**src/sv/slrp_pkg.sv**
```systemverilog
`timescale 1ns / 1ps
// shared types and constants for the server list response parser
package slrp_pkg;

  localparam logic [7:0]  SEPARATOR  = 8'h5C;
  localparam logic [23:0] EOT_WORD   = 24'h454F54;
  localparam logic [8:0]  HARD_LIMIT = 9'd256;
  localparam int          QUEUE_DEPTH = 2;

  typedef enum logic [3:0] {
    PH_SEEK  = 4'd0,
    PH_ADDR0 = 4'd1,
    PH_ADDR1 = 4'd2,
    PH_ADDR2 = 4'd3,
    PH_ADDR3 = 4'd4,
    PH_QP0   = 4'd5,
    PH_QP1   = 4'd6,
    PH_GP0   = 4'd7,
    PH_GP1   = 4'd8,
    PH_CHECK = 4'd9
  } phase_t;

  typedef enum logic [1:0] {
    CAUSE_END    = 2'd0,
    CAUSE_EOT    = 2'd1,
    CAUSE_SYNTAX = 2'd2,
    CAUSE_LIMIT  = 2'd3
  } cause_t;

  // one classified payload byte on its way to the parser
  typedef struct packed {
    logic [7:0] data;
    logic       last;
    logic       is_sep;
  } item_t;

endpackage

```
**src/sv/slrp_front.sv**
```systemverilog
`timescale 1ns / 1ps
// input side: takes request bytes and tags separators for the parser
module slrp_front import slrp_pkg::*; (
  input  logic       in_valid,
  output logic       in_stall,
  input  logic [7:0] in_data_byte,
  input  logic       in_last_byte,
  input  logic       q_full,
  output logic       q_push,
  output item_t      q_item
);

  assign in_stall = q_full;
  assign q_push   = in_valid && !q_full;

  always_comb begin
    q_item.data   = in_data_byte;
    q_item.last   = in_last_byte;
    q_item.is_sep = (in_data_byte == SEPARATOR);
  end

endmodule

```
**src/sv/slrp_queue.sv**
```systemverilog
`timescale 1ns / 1ps
// two-entry queue between the input side and the parser
module slrp_queue import slrp_pkg::*; (
  input  logic  clk,
  input  logic  rst_n,
  input  logic  push,
  input  item_t push_item,
  output logic  full,
  input  logic  pop,
  output logic  head_valid,
  output item_t head_item
);

  localparam int PtrW = $clog2(QUEUE_DEPTH);
  localparam int CntW = $clog2(QUEUE_DEPTH + 1);

  item_t            mem_r [QUEUE_DEPTH];
  logic [PtrW-1:0]  wr_ptr_r, wr_ptr_nxt;
  logic [PtrW-1:0]  rd_ptr_r, rd_ptr_nxt;
  logic [CntW-1:0]  count_r, count_nxt;
  logic             do_push, do_pop;

  assign full       = (count_r == CntW'(QUEUE_DEPTH));
  assign head_valid = (count_r != '0);
  assign head_item  = mem_r[rd_ptr_r];
  assign do_push    = push && !full;
  assign do_pop     = pop && head_valid;

  always_comb begin
    wr_ptr_nxt = wr_ptr_r;
    rd_ptr_nxt = rd_ptr_r;
    count_nxt  = count_r;
    if (do_push) begin
      wr_ptr_nxt = (wr_ptr_r == PtrW'(QUEUE_DEPTH - 1)) ? '0 : wr_ptr_r + PtrW'(1);
    end
    if (do_pop) begin
      rd_ptr_nxt = (rd_ptr_r == PtrW'(QUEUE_DEPTH - 1)) ? '0 : rd_ptr_r + PtrW'(1);
    end
    if (do_push && !do_pop) begin
      count_nxt = count_r + CntW'(1);
    end else if (do_pop && !do_push) begin
      count_nxt = count_r - CntW'(1);
    end
  end

  always_ff @(posedge clk) begin
    if (!rst_n) begin
      wr_ptr_r <= '0;
      rd_ptr_r <= '0;
      count_r  <= '0;
    end else begin
      wr_ptr_r <= wr_ptr_nxt;
      rd_ptr_r <= rd_ptr_nxt;
      count_r  <= count_nxt;
    end
  end

  always_ff @(posedge clk) begin
    if (do_push) begin
      mem_r[wr_ptr_r] <= push_item;
    end
  end

endmodule

```
**src/sv/slrp_back.sv**
```systemverilog
`timescale 1ns / 1ps
// parser: record state machine, record limit and the registered result
module slrp_back import slrp_pkg::*; (
  input  logic        clk,
  input  logic        rst_n,
  input  logic        cfg_wr_en,
  input  logic [8:0]  cfg_wr_data,
  input  logic        head_valid,
  input  item_t       head_item,
  output logic        pop,
  output logic        out_valid,
  input  logic        out_stall,
  output logic        out_record_valid,
  output logic [31:0] out_server_ip,
  output logic [15:0] out_query_port,
  output logic [15:0] out_game_port,
  output logic [8:0]  out_record_count,
  output logic        out_packet_done,
  output logic [1:0]  out_stop_reason
);

  logic [8:0]  max_r;
  phase_t      phase_r, phase_nxt;
  logic [31:0] addr_r, addr_nxt;
  logic [15:0] qp_r, qp_nxt;
  logic [15:0] gp_r, gp_nxt;
  logic [8:0]  cnt_r, cnt_nxt;
  logic        halted_r, halted_nxt;
  cause_t      cause_r, cause_nxt;
  logic        after_r, after_nxt;

  logic        out_valid_r;
  logic        rec_r;
  logic [31:0] ip_r;
  logic [15:0] oqp_r, ogp_r;
  logic [8:0]  ocnt_r;
  logic        done_r;
  logic [1:0]  reason_r;

  logic        step;
  logic        rec;
  logic        emit;
  logic [8:0]  limit;
  logic [8:0]  cnt_inc;
  logic [8:0]  rec_count;
  logic [1:0]  reason;
  logic [7:0]  b;

  assign b       = head_item.data;
  assign limit   = (max_r > HARD_LIMIT) ? HARD_LIMIT : max_r;
  assign cnt_inc = cnt_r + 9'd1;
  assign step    = head_valid && (!out_valid_r || !out_stall);
  assign pop     = step;

  always_comb begin
    phase_nxt  = phase_r;
    addr_nxt   = addr_r;
    qp_nxt     = qp_r;
    gp_nxt     = gp_r;
    cnt_nxt    = cnt_r;
    halted_nxt = halted_r;
    cause_nxt  = cause_r;
    after_nxt  = after_r;
    rec        = 1'b0;

    if (!halted_r) begin
      unique case (phase_r)
        PH_SEEK: begin
          if (head_item.is_sep) begin
            phase_nxt = PH_ADDR0;
          end
        end
        PH_ADDR0, PH_ADDR1, PH_ADDR3: begin
          addr_nxt  = {addr_r[23:0], b};
          phase_nxt = phase_t'(phase_r + 4'd1);
        end
        PH_ADDR2: begin
          addr_nxt  = {addr_r[23:0], b};
          // eot only counts right after a completed record
          if (after_r && ({addr_r[15:0], b} == EOT_WORD)) begin
            halted_nxt = 1'b1;
            cause_nxt  = CAUSE_EOT;
          end
          after_nxt = 1'b0;
          phase_nxt = PH_ADDR3;
        end
        PH_QP0, PH_QP1: begin
          qp_nxt    = {qp_r[7:0], b};
          phase_nxt = phase_t'(phase_r + 4'd1);
        end
        PH_GP0, PH_GP1: begin
          gp_nxt    = {gp_r[7:0], b};
          phase_nxt = phase_t'(phase_r + 4'd1);
        end
        PH_CHECK: begin
          if (!head_item.is_sep) begin
            halted_nxt = 1'b1;
            cause_nxt  = CAUSE_SYNTAX;
          end else begin
            cnt_nxt = cnt_inc;
            rec     = 1'b1;
            if (cnt_inc >= limit) begin
              halted_nxt = 1'b1;
              cause_nxt  = CAUSE_LIMIT;
            end else begin
              // closing separator opens the next record
              after_nxt = 1'b1;
              phase_nxt = PH_ADDR0;
            end
          end
        end
        default: begin
          phase_nxt = PH_SEEK;
        end
      endcase
    end

    emit      = rec || head_item.last;
    rec_count = cnt_nxt;
    reason    = (head_item.last && halted_nxt) ? cause_nxt : CAUSE_END;

    if (head_item.last) begin
      phase_nxt  = PH_SEEK;
      addr_nxt   = '0;
      qp_nxt     = '0;
      gp_nxt     = '0;
      cnt_nxt    = '0;
      halted_nxt = 1'b0;
      cause_nxt  = CAUSE_END;
      after_nxt  = 1'b0;
    end
  end

  always_ff @(posedge clk) begin
    if (!rst_n) begin
      max_r <= HARD_LIMIT;
    end else if (cfg_wr_en) begin
      max_r <= cfg_wr_data;
    end
  end

  always_ff @(posedge clk) begin
    if (!rst_n) begin
      phase_r  <= PH_SEEK;
      addr_r   <= '0;
      qp_r     <= '0;
      gp_r     <= '0;
      cnt_r    <= '0;
      halted_r <= 1'b0;
      cause_r  <= CAUSE_END;
      after_r  <= 1'b0;
    end else if (step) begin
      phase_r  <= phase_nxt;
      addr_r   <= addr_nxt;
      qp_r     <= qp_nxt;
      gp_r     <= gp_nxt;
      cnt_r    <= cnt_nxt;
      halted_r <= halted_nxt;
      cause_r  <= cause_nxt;
      after_r  <= after_nxt;
    end
  end

  always_ff @(posedge clk) begin
    if (!rst_n) begin
      out_valid_r <= 1'b0;
    end else if (!out_valid_r || !out_stall) begin
      out_valid_r <= step && emit;
    end
  end

  always_ff @(posedge clk) begin
    if (step && emit) begin
      rec_r    <= rec;
      ip_r     <= rec ? addr_r : 32'd0;
      oqp_r    <= rec ? qp_r : 16'd0;
      ogp_r    <= rec ? gp_r : 16'd0;
      ocnt_r   <= rec_count;
      done_r   <= head_item.last;
      reason_r <= reason;
    end
  end

  assign out_valid        = out_valid_r;
  assign out_record_valid = rec_r;
  assign out_server_ip    = ip_r;
  assign out_query_port   = oqp_r;
  assign out_game_port    = ogp_r;
  assign out_record_count = ocnt_r;
  assign out_packet_done  = done_r;
  assign out_stop_reason  = reason_r;

endmodule

```
**src/sv/server_list_response_parser.sv**
```systemverilog
`timescale 1ns / 1ps
// top level of the server list response parser
//
// Takes one list packet byte per request and gives a result for every
// completed server record (address, query port, game port, running count)
// and one on the packet's last byte with the stop reason: end of data, EOT
// marker, syntax error or record limit. A byte can be taken every clock
// cycle while in_stall is low; a request is tagged at the input, written
// into a two-entry queue, then popped by the parser, which updates its state
// and loads the output register unless the output stalls. The queue lets
// input keep flowing for up to two bytes while the output is stalled. The
// user must write max_records (cfg_wr_en/cfg_wr_data) only while idle; the
// block does not enforce it. Zero acts as one, values above 256 as 256.
module server_list_response_parser import slrp_pkg::*; (
  input  logic        clk,
  input  logic        rst_n,
  input  logic        cfg_wr_en,
  input  logic [8:0]  cfg_wr_data,
  input  logic        in_valid,
  output logic        in_stall,
  input  logic [7:0]  in_data_byte,
  input  logic        in_last_byte,
  output logic        out_valid,
  input  logic        out_stall,
  output logic        out_record_valid,
  output logic [31:0] out_server_ip,
  output logic [15:0] out_query_port,
  output logic [15:0] out_game_port,
  output logic [8:0]  out_record_count,
  output logic        out_packet_done,
  output logic [1:0]  out_stop_reason
);

  logic  q_full;
  logic  q_push;
  item_t q_item;
  logic  q_pop;
  logic  q_head_valid;
  item_t q_head_item;

  slrp_front u_front (
    .in_valid     (in_valid),
    .in_stall     (in_stall),
    .in_data_byte (in_data_byte),
    .in_last_byte (in_last_byte),
    .q_full       (q_full),
    .q_push       (q_push),
    .q_item       (q_item)
  );

  slrp_queue u_queue (
    .clk        (clk),
    .rst_n      (rst_n),
    .push       (q_push),
    .push_item  (q_item),
    .full       (q_full),
    .pop        (q_pop),
    .head_valid (q_head_valid),
    .head_item  (q_head_item)
  );

  slrp_back u_back (
    .clk              (clk),
    .rst_n            (rst_n),
    .cfg_wr_en        (cfg_wr_en),
    .cfg_wr_data      (cfg_wr_data),
    .head_valid       (q_head_valid),
    .head_item        (q_head_item),
    .pop              (q_pop),
    .out_valid        (out_valid),
    .out_stall        (out_stall),
    .out_record_valid (out_record_valid),
    .out_server_ip    (out_server_ip),
    .out_query_port   (out_query_port),
    .out_game_port    (out_game_port),
    .out_record_count (out_record_count),
    .out_packet_done  (out_packet_done),
    .out_stop_reason  (out_stop_reason)
  );

endmodule
```
**config.mk**
```make
export PLATFORM = sky130hd
export DESIGN_NAME = server_list_response_parser
export DESIGN_NICKNAME = d
export VERILOG_FILES = /design/src/sv/slrp_pkg.sv /design/src/sv/slrp_front.sv /design/src/sv/slrp_queue.sv /design/src/sv/slrp_back.sv /design/src/sv/server_list_response_parser.sv
export SDC_FILE = /design/constraint.sdc
export NUM_CORES = 1
export LEC_CHECK = 0
export BUFFER_PORTS_ARGS = -buffer_cell sky130_fd_sc_hd__buf_2
export CAP_MARGIN = 15
export CORE_AREA = 2 2 106 160
export DETAILED_ROUTE_END_ITERATION = 7
export DIE_AREA = 0 0 108 162
export PLACE_DENSITY = 0.79
export SYNTH_ARGS = -nofsm -noshare
export SYNTH_HDL_FRONTEND = slang
export SYNTH_SLANG_ARGS = --single-unit
```
**constraint.sdc**
```tcl
create_clock -name clk -period 3.56 [get_ports clk]
set_clock_uncertainty 0.1 [all_clocks]
set_input_delay 0.356 -clock clk [delete_from_list [all_inputs] [get_ports clk]]
set_output_delay 0.356 -clock clk [all_outputs]
set_load 0.01 [all_outputs]
```
==> impl_metrics.tcl, run 1 <==
set metrics [dict create \
    outcome "complete, no violations" \
    fin_nets 885 \
    worstReg2RegStart "u_back.cnt_r[0]$_SDFFE_PN0P_" \
    post_cts_resized 0 \
    insertion_delay_ps 430 \
    diodes 0 \
    fin_tns_setup_ps 0 \
    finalCritPeriodShare 0.895 \
    worstPathRequired_ps 3780 \
    grt_util_all_layers 0.204 \
    grt_pass1_wl_um 28000 \
    grt_max_degree 70 \
    final_cells 1066 \
    start_util 0.513 \
    async_flop_share 0 \
    rows 57 \
    ys_warn_count 0 \
    tightest_slew_ps 881 \
    powerDensity_nw_per_um2 672 \
    p_sw_w 0.00221 \
    critPathMaxStageDelay_ps 430 \
    postSynthAreaPerCell_um2 10.8 \
    seqPwrFrac 0.453 \
    synth.top_cell.area_share 0.354 \
    cts_tree "yes" \
    place_hpwl_um 11400 \
    ant_nets 0 \
    die-area_um2 17500 \
    vdd_ir_drop_max_uv 347 \
    grt_setup_unrepaired "false" \
    wl_per_cell_um 15.9 \
    grt-ovfl-total 0 \
    switching_share 0.345 \
    path_cells "ha_1, nand3_1, nor2_1, nand3_1, xnor2_1, ha_1, a21oi_1, o21a_1, nor2b_1, a21oi_2, nand2b_1, a311o_1" \
    p_int_w 0.00419 \
    cp_slowest_cell "dfxtp_1" \
    synthCells 765 \
    cp_top_family "simple AND/OR/NAND/NOR gates" \
    drcViolationCount 0 \
    first_pass_iters 5 \
    critical_path.max_fanout 6 \
    crit_arrival_ps 3400 \
    synth_area_um2 8230 \
    cp-start-kind "flop" \
    crit_buf_inv 0 \
    total_power_w 0.00639 \
    combPwrFrac 0.250 \
    cts.path.max_buffers 2 \
    die_y_um 162 \
    hold_viol_final 0 \
    finalSetupViolations 0 \
    power.share.clock 0.297 \
    synth_seq_cells 193 \
    min_period_ps 3190 \
    hold_class "in2reg" \
    drive_above_1_share 0.185 \
    synth_edf_count 97 \
    cap_violations 0 \
    place_inst 1033 \
    synth.largest_area_cell "edfxtp_1" \
    clock_sinks 193 \
    port_buffers 101 \
    synth.most_common_cell "nand2_1" \
    crit_type "reg2reg" \
    hp-start "in_data_byte[3]" \
    place_congestion 0.884 \
    h-tree-depth 4 \
    syn-num-nets 803 \
    synth_cell_types 59 \
    leakagePower_nw 3.76 \
    cts_setup_buffers 0 \
    cts-root-buf "clkbuf_16" \
    area_growth_pct 15.7 \
    grt_pass1_vias 5589 \
    slew_viol_final 0 \
    synthTopCellsByArea "edfxtp_1, dfxtp_1, nand2_1" \
    place_area_um2 8900 \
    reg2reg_to "u_back.phase_r[2]$_SDFFE_PN0P_" \
    antenna_found_initial 0 \
    synthTopCellsByCount "nand2_1, edfxtp_1, dfxtp_1" \
    design_area_um2 9520 \
    cp-end-kind "flop" \
    wirelength_um 17000 \
    hold_path_depth 1 \
    reg2regPathDepth 12 \
    fmax_mhz 314 \
    ys_seq_area_frac 0.588 \
    ios 102 \
    coreArea_um2 16000 \
    drt_iter0_drc 349 \
    r2r_slack_ps 370 \
    path_clk_slew_ps 70 \
    via_per_inst 5.50 \
    min_to "u_queue.mem_r[1][5]$_DFFE_PP_" \
    synth_ff_type "edfxtp_1" \
    cts_buffers 17 \
    die_w_um 108 \
    slew_headroom 0.411 \
    vias 5865 \
]
==> layout make-up <==
class                      count  area (um^2)
timing repair buffer         115          638
tap                          206          258
sequential                   193         4830
clock inverter                15          181
fill                        1368         6530
multi-input combinational    508         3140
inverter                      12         45.0
clock buffer                  17          425
==> state kept, by name (all words and copies together) (netlist names), 2 cells and up, named ones only <==
signal / cells
u_back.phase_r: 4
u_queue.count_r: 2
u_back.addr_r: 32
u_back.gp_r: 16
u_back.out_record_count: 9
u_back.cnt_r: 9
u_back.max_r: 9
u_back.qp_r: 16
u_queue.mem_r: 20
u_back.out_query_port: 16
u_back.out_server_ip: 32
u_back.cause_r: 2
u_back.out_stop_reason: 2
u_back.out_game_port: 16
==> stage by stage <==
step / utilization / setup slack (ps) / hold slack [ps]
2_1_floorplan: - / 180 / 326
3_3_place_gp: 0.555 / 614 / 333
3_5_place_dp: 0.555 / 482 / 340
4_1_cts: 0.593 / 388 / 12.4
5_1_grt: 0.593 / 167 / 11.9
6_report: 0.593 / 372 / 28.6
==> layout by cell type, fill, tap and decap left out, types with 5 or more instances in the layout <==
cell	count
a21boi_0	29
xor2_1	8
nor3_1	7
a21oi_1	15
inv_8	5
mux2i_1	18
o211ai_1	8
dfxtp_1	96
and2_1	6
edfxtp_1	97
nand3_1	50
a21boi_1	38
o21ai_0	14
and3_1	72
clkbuf_16	17
buf_4	11
nor2_1	18
nand2_1	126
nor2b_1	18
xnor2_1	10
buf_2	101
ha_1	15
inv_1	8
==> power by group through the flow <==
stage                     Combinational [W]  Clock (W)  Sequential [W]
final                               0.00160    0.00190         0.00290
after detailed placement            0.00160          0         0.00295
after global placement              0.00158          0         0.00294
after CTS                           0.00161    0.00194         0.00290
after global routing                0.00177    0.00205         0.00293
after floorplan                    0.000961          0         0.00303
==> layer usage <==
metal,vias up,global-route usage,part of all wire
li1,2898,-,-
met1,2787,0.241,0.39
met2,151,0.359,0.54
met3,29,0.0357,0.035
met4,0,0.0897,0.032
met5,-,0,0
==> kinds of logic after synthesis <==
logic type,count (synthesis),synth area share
buffers and inverters,64,0.0316
and+or+nand+nor,325,0.200
adders and majority gates,15,0.0228
muxes,20,0.0260
AOI/OAI and AO/OA,130,0.112
xor gates and xnor gates,18,0.0192
DFF,193,0.588
==> timing repair <==
action,4_1_cts,5_1_grt
hold buffers,1,0
hold endpoints to repair,2,0
setup endpoints to repair,0,0
==> how the worst max path moves through the flow <==
stage                                               from                              to  slack (ps)  depth (start not counted)
final                       u_back.cnt_r[0]$_SDFFE_PN0P_  u_back.phase_r[2]$_SDFFE_PN0P_         370                         12
after global routing        u_back.cnt_r[0]$_SDFFE_PN0P_  u_back.phase_r[2]$_SDFFE_PN0P_         170                         12
after CTS                   u_back.cnt_r[0]$_SDFFE_PN0P_  u_back.phase_r[2]$_SDFFE_PN0P_         390                         12
after detailed placement    u_back.cnt_r[0]$_SDFFE_PN0P_  u_back.phase_r[2]$_SDFFE_PN0P_         480                         12
after global placement      u_back.cnt_r[0]$_SDFFE_PN0P_  u_back.phase_r[2]$_SDFFE_PN0P_         610                         12
after floorplan           u_back.phase_r[0]$_SDFFE_PN0P_    u_back.cnt_r[5]$_SDFFE_PN0P_         180                          8
No activity file was read; power rests on OpenSTA's default activity.
==> run 2, diff against run 1 <==
CORE_AREA = 2 2 129 193   (was 2 2 106 160)
DIE_AREA = 0 0 131 195   (was 0 0 108 162)
PLACE_DENSITY = 0.59   (was 0.79)
==> run 2 against run 1 <==
Sequential power hardly changed. Total power is 0.66% lower. Clock power is 2% lower. Largest power group unchanged. Global-route usage is 5.8 points lower. Critical path depth stayed put. Register-to-register slack better by 70 ps. Flip-flop and latch count stayed put. Worst hold slack worse by 8.9 ps. First-iteration DRC count is 18% higher. Core utilization is 19 points lower.
==> impl_metrics.tcl, run 2 (synthesized netlist as in run 1, its figures left out) <==
set metrics [dict create \
    outcome "complete, no violations" \
    port_buffers 101 \
    setup_slack_ps 445 \
    grt_setup_unrepaired "false" \
    wl_per_cell_um 15.5 \
    worstPathRequired_ps 3790 \
    slew_viol_final 0 \
    grt_pass1_wl_um 28900 \
    fin_tns_setup_ps 0 \
    finalSetupViolations 0 \
    rows 69 \
    h-tree-depth 4 \
    crit_type "reg2reg" \
    powerDensity_nw_per_um2 662 \
    dp_worst_setup_slack_ps 493 \
    grt_max_degree 70 \
    slew_headroom 0.415 \
    vdd_ir_drop_max_uv 388 \
    finalCritPeriodShare 0.875 \
    drive_above_1_share 0.183 \
    hold_class "in2reg" \
    cts_setup_buffers 0 \
    layout_commonest_cell "nand2_1" \
    crit_arrival_ps 3340 \
    whs_ps 19.7 \
    via_per_inst 4.86 \
    cts_tree "yes" \
    path_clk_slew_ps 70 \
    hold_viol_final 0 \
    leakagePower_nw 3.73 \
    coreArea_um2 23700 \
    min_period_ps 3110 \
    clock_sinks 193 \
    place_congestion 0.833 \
    fmax_mhz 321 \
    grt_pass1_vias 5496 \
    area_growth_pct 16.6 \
    die_y_um 195 \
    antenna_found_initial 1 \
    cts.path.max_buffers 2 \
    post_cts_resized 0 \
    die_w_um 131 \
    hold_buffers 0 \
    start_util 0.347 \
    cp-end-kind "flop" \
    first_pass_iters 4 \
    cts_buffers 17 \
    diodes 0 \
    n_fill_cell 2372 \
    place_hpwl_um 12700 \
    die-area_um2 25500 \
    cp-start-kind "flop" \
    critical_path.max_fanout 6 \
    fin_nets 883 \
    drcViolationCount 0 \
    tightest_slew_ps 874 \
    cts-root-buf "clkbuf_16" \
    grt_util_all_layers 0.146 \
    ios 102 \
    final_cell_mix "nand2_1, buf_2, edfxtp_1" \
    cap_violations 0 \
    drt_iter0_drc 412 \
    vias 5718 \
    wirelength_um 18300 \
    ant_nets 0 \
    grt-ovfl-total 0 \
    insertion_delay_ps 430 \
]
run 2: cell count changes in the layout (fill, tap and decap cells not counted):
| cell | previous run | this run |
|---|---|---|
| clkinvlp_2 | 0 | 1 |
| bufinv_16 | 0 | 1 |
| clkinvlp_4 | 0 | 2 |
| clkinv_1 | 1 | 2 |
| dlygate4sd3_1 | 1 | 0 |
| inv_6 | 2 | 4 |
| clkinv_4 | 3 | 1 |
| buf_12 | 2 | 1 |
| clkinv_8 | 4 | 0 |
| inv_8 | 5 | 4 |
| clkinv_2 | 0 | 1 |
| inv_12 | 1 | 0 |
run 2: worst max-delay path, cell delays in order (launching register included):
cell,delay [ps]
dfxtp_1,430
ha_1,260
nand3_1,160
nor2_1,280
nand3_1,130
xnor2_1,150
ha_1,320
a21oi_1,150
o21a_1,190
nor2b_1,170
a21oi_2,90
nand2b_1,190
a311o_1,370
run 2: layer usage:
metal | share of wire | vias to the layer above | global-route usage
met3 | 0.035 | 27 | 0.0332
met2 | 0.52 | 116 | 0.255
met1 | 0.42 | 2682 | 0.172
met4 | 0.020 | 2 | 0.0528
li1 | - | 2891 | -
met5 | 0.00071 | - | 0
run 2: path summary, 6_finish.rpt:
| check | from | to | slack (ps) | cells after the start |
|---|---|---|---|---|
| hold / removal | in_last_byte | u_queue.mem_r[1][1]$_DFFE_PP_ | 20 | 1 |
| hold reg to reg | u_back.addr_r[24]$_SDFFE_PN0P_ | u_back.addr_r[24]$_SDFFE_PN0P_ | 340 | 2 |
| setup / recovery | u_back.cnt_r[0]$_SDFFE_PN0P_ | u_back.phase_r[2]$_SDFFE_PN0P_ | 450 | 12 |
| setup reg to reg | u_back.cnt_r[0]$_SDFFE_PN0P_ | u_back.phase_r[2]$_SDFFE_PN0P_ | 450 | 12 |
run 2: report_power, final:
part / switching (W) / internal (W)
sequential: 0.000165 / 0.00274
combinational: 0.00112 / 0.000474
clock: 0.000873 / 0.000987
total: 0.00215 / 0.00420
run 2: final cells by class:
cell class,instances,area [um^2],share of cell area
multi-input cells,508,3140,0.327
flip-flops and latches,193,4830,0.504
well taps,319,399,0.0416
repair buffers,113,608,0.0634
clock buffers,17,425,0.0443
clock inverters,15,148,0.0154
inverters,12,45.0,0.00469
run 2: through the flow:
step | utilization | total power [W] | cell area (um^2) | cells
5_1_grt | 0.404 | 0.00672 | 9600 | 1177
3_5_place_dp | 0.380 | 0.00458 | 9020 | 1145
6_report | 0.404 | 0.00635 | 9600 | 1177
4_1_cts | 0.404 | 0.00645 | 9600 | 1177
2_1_floorplan | - | 0.00399 | 8230 | 765
3_3_place_gp | 0.380 | 0.00457 | 9020 | 1145
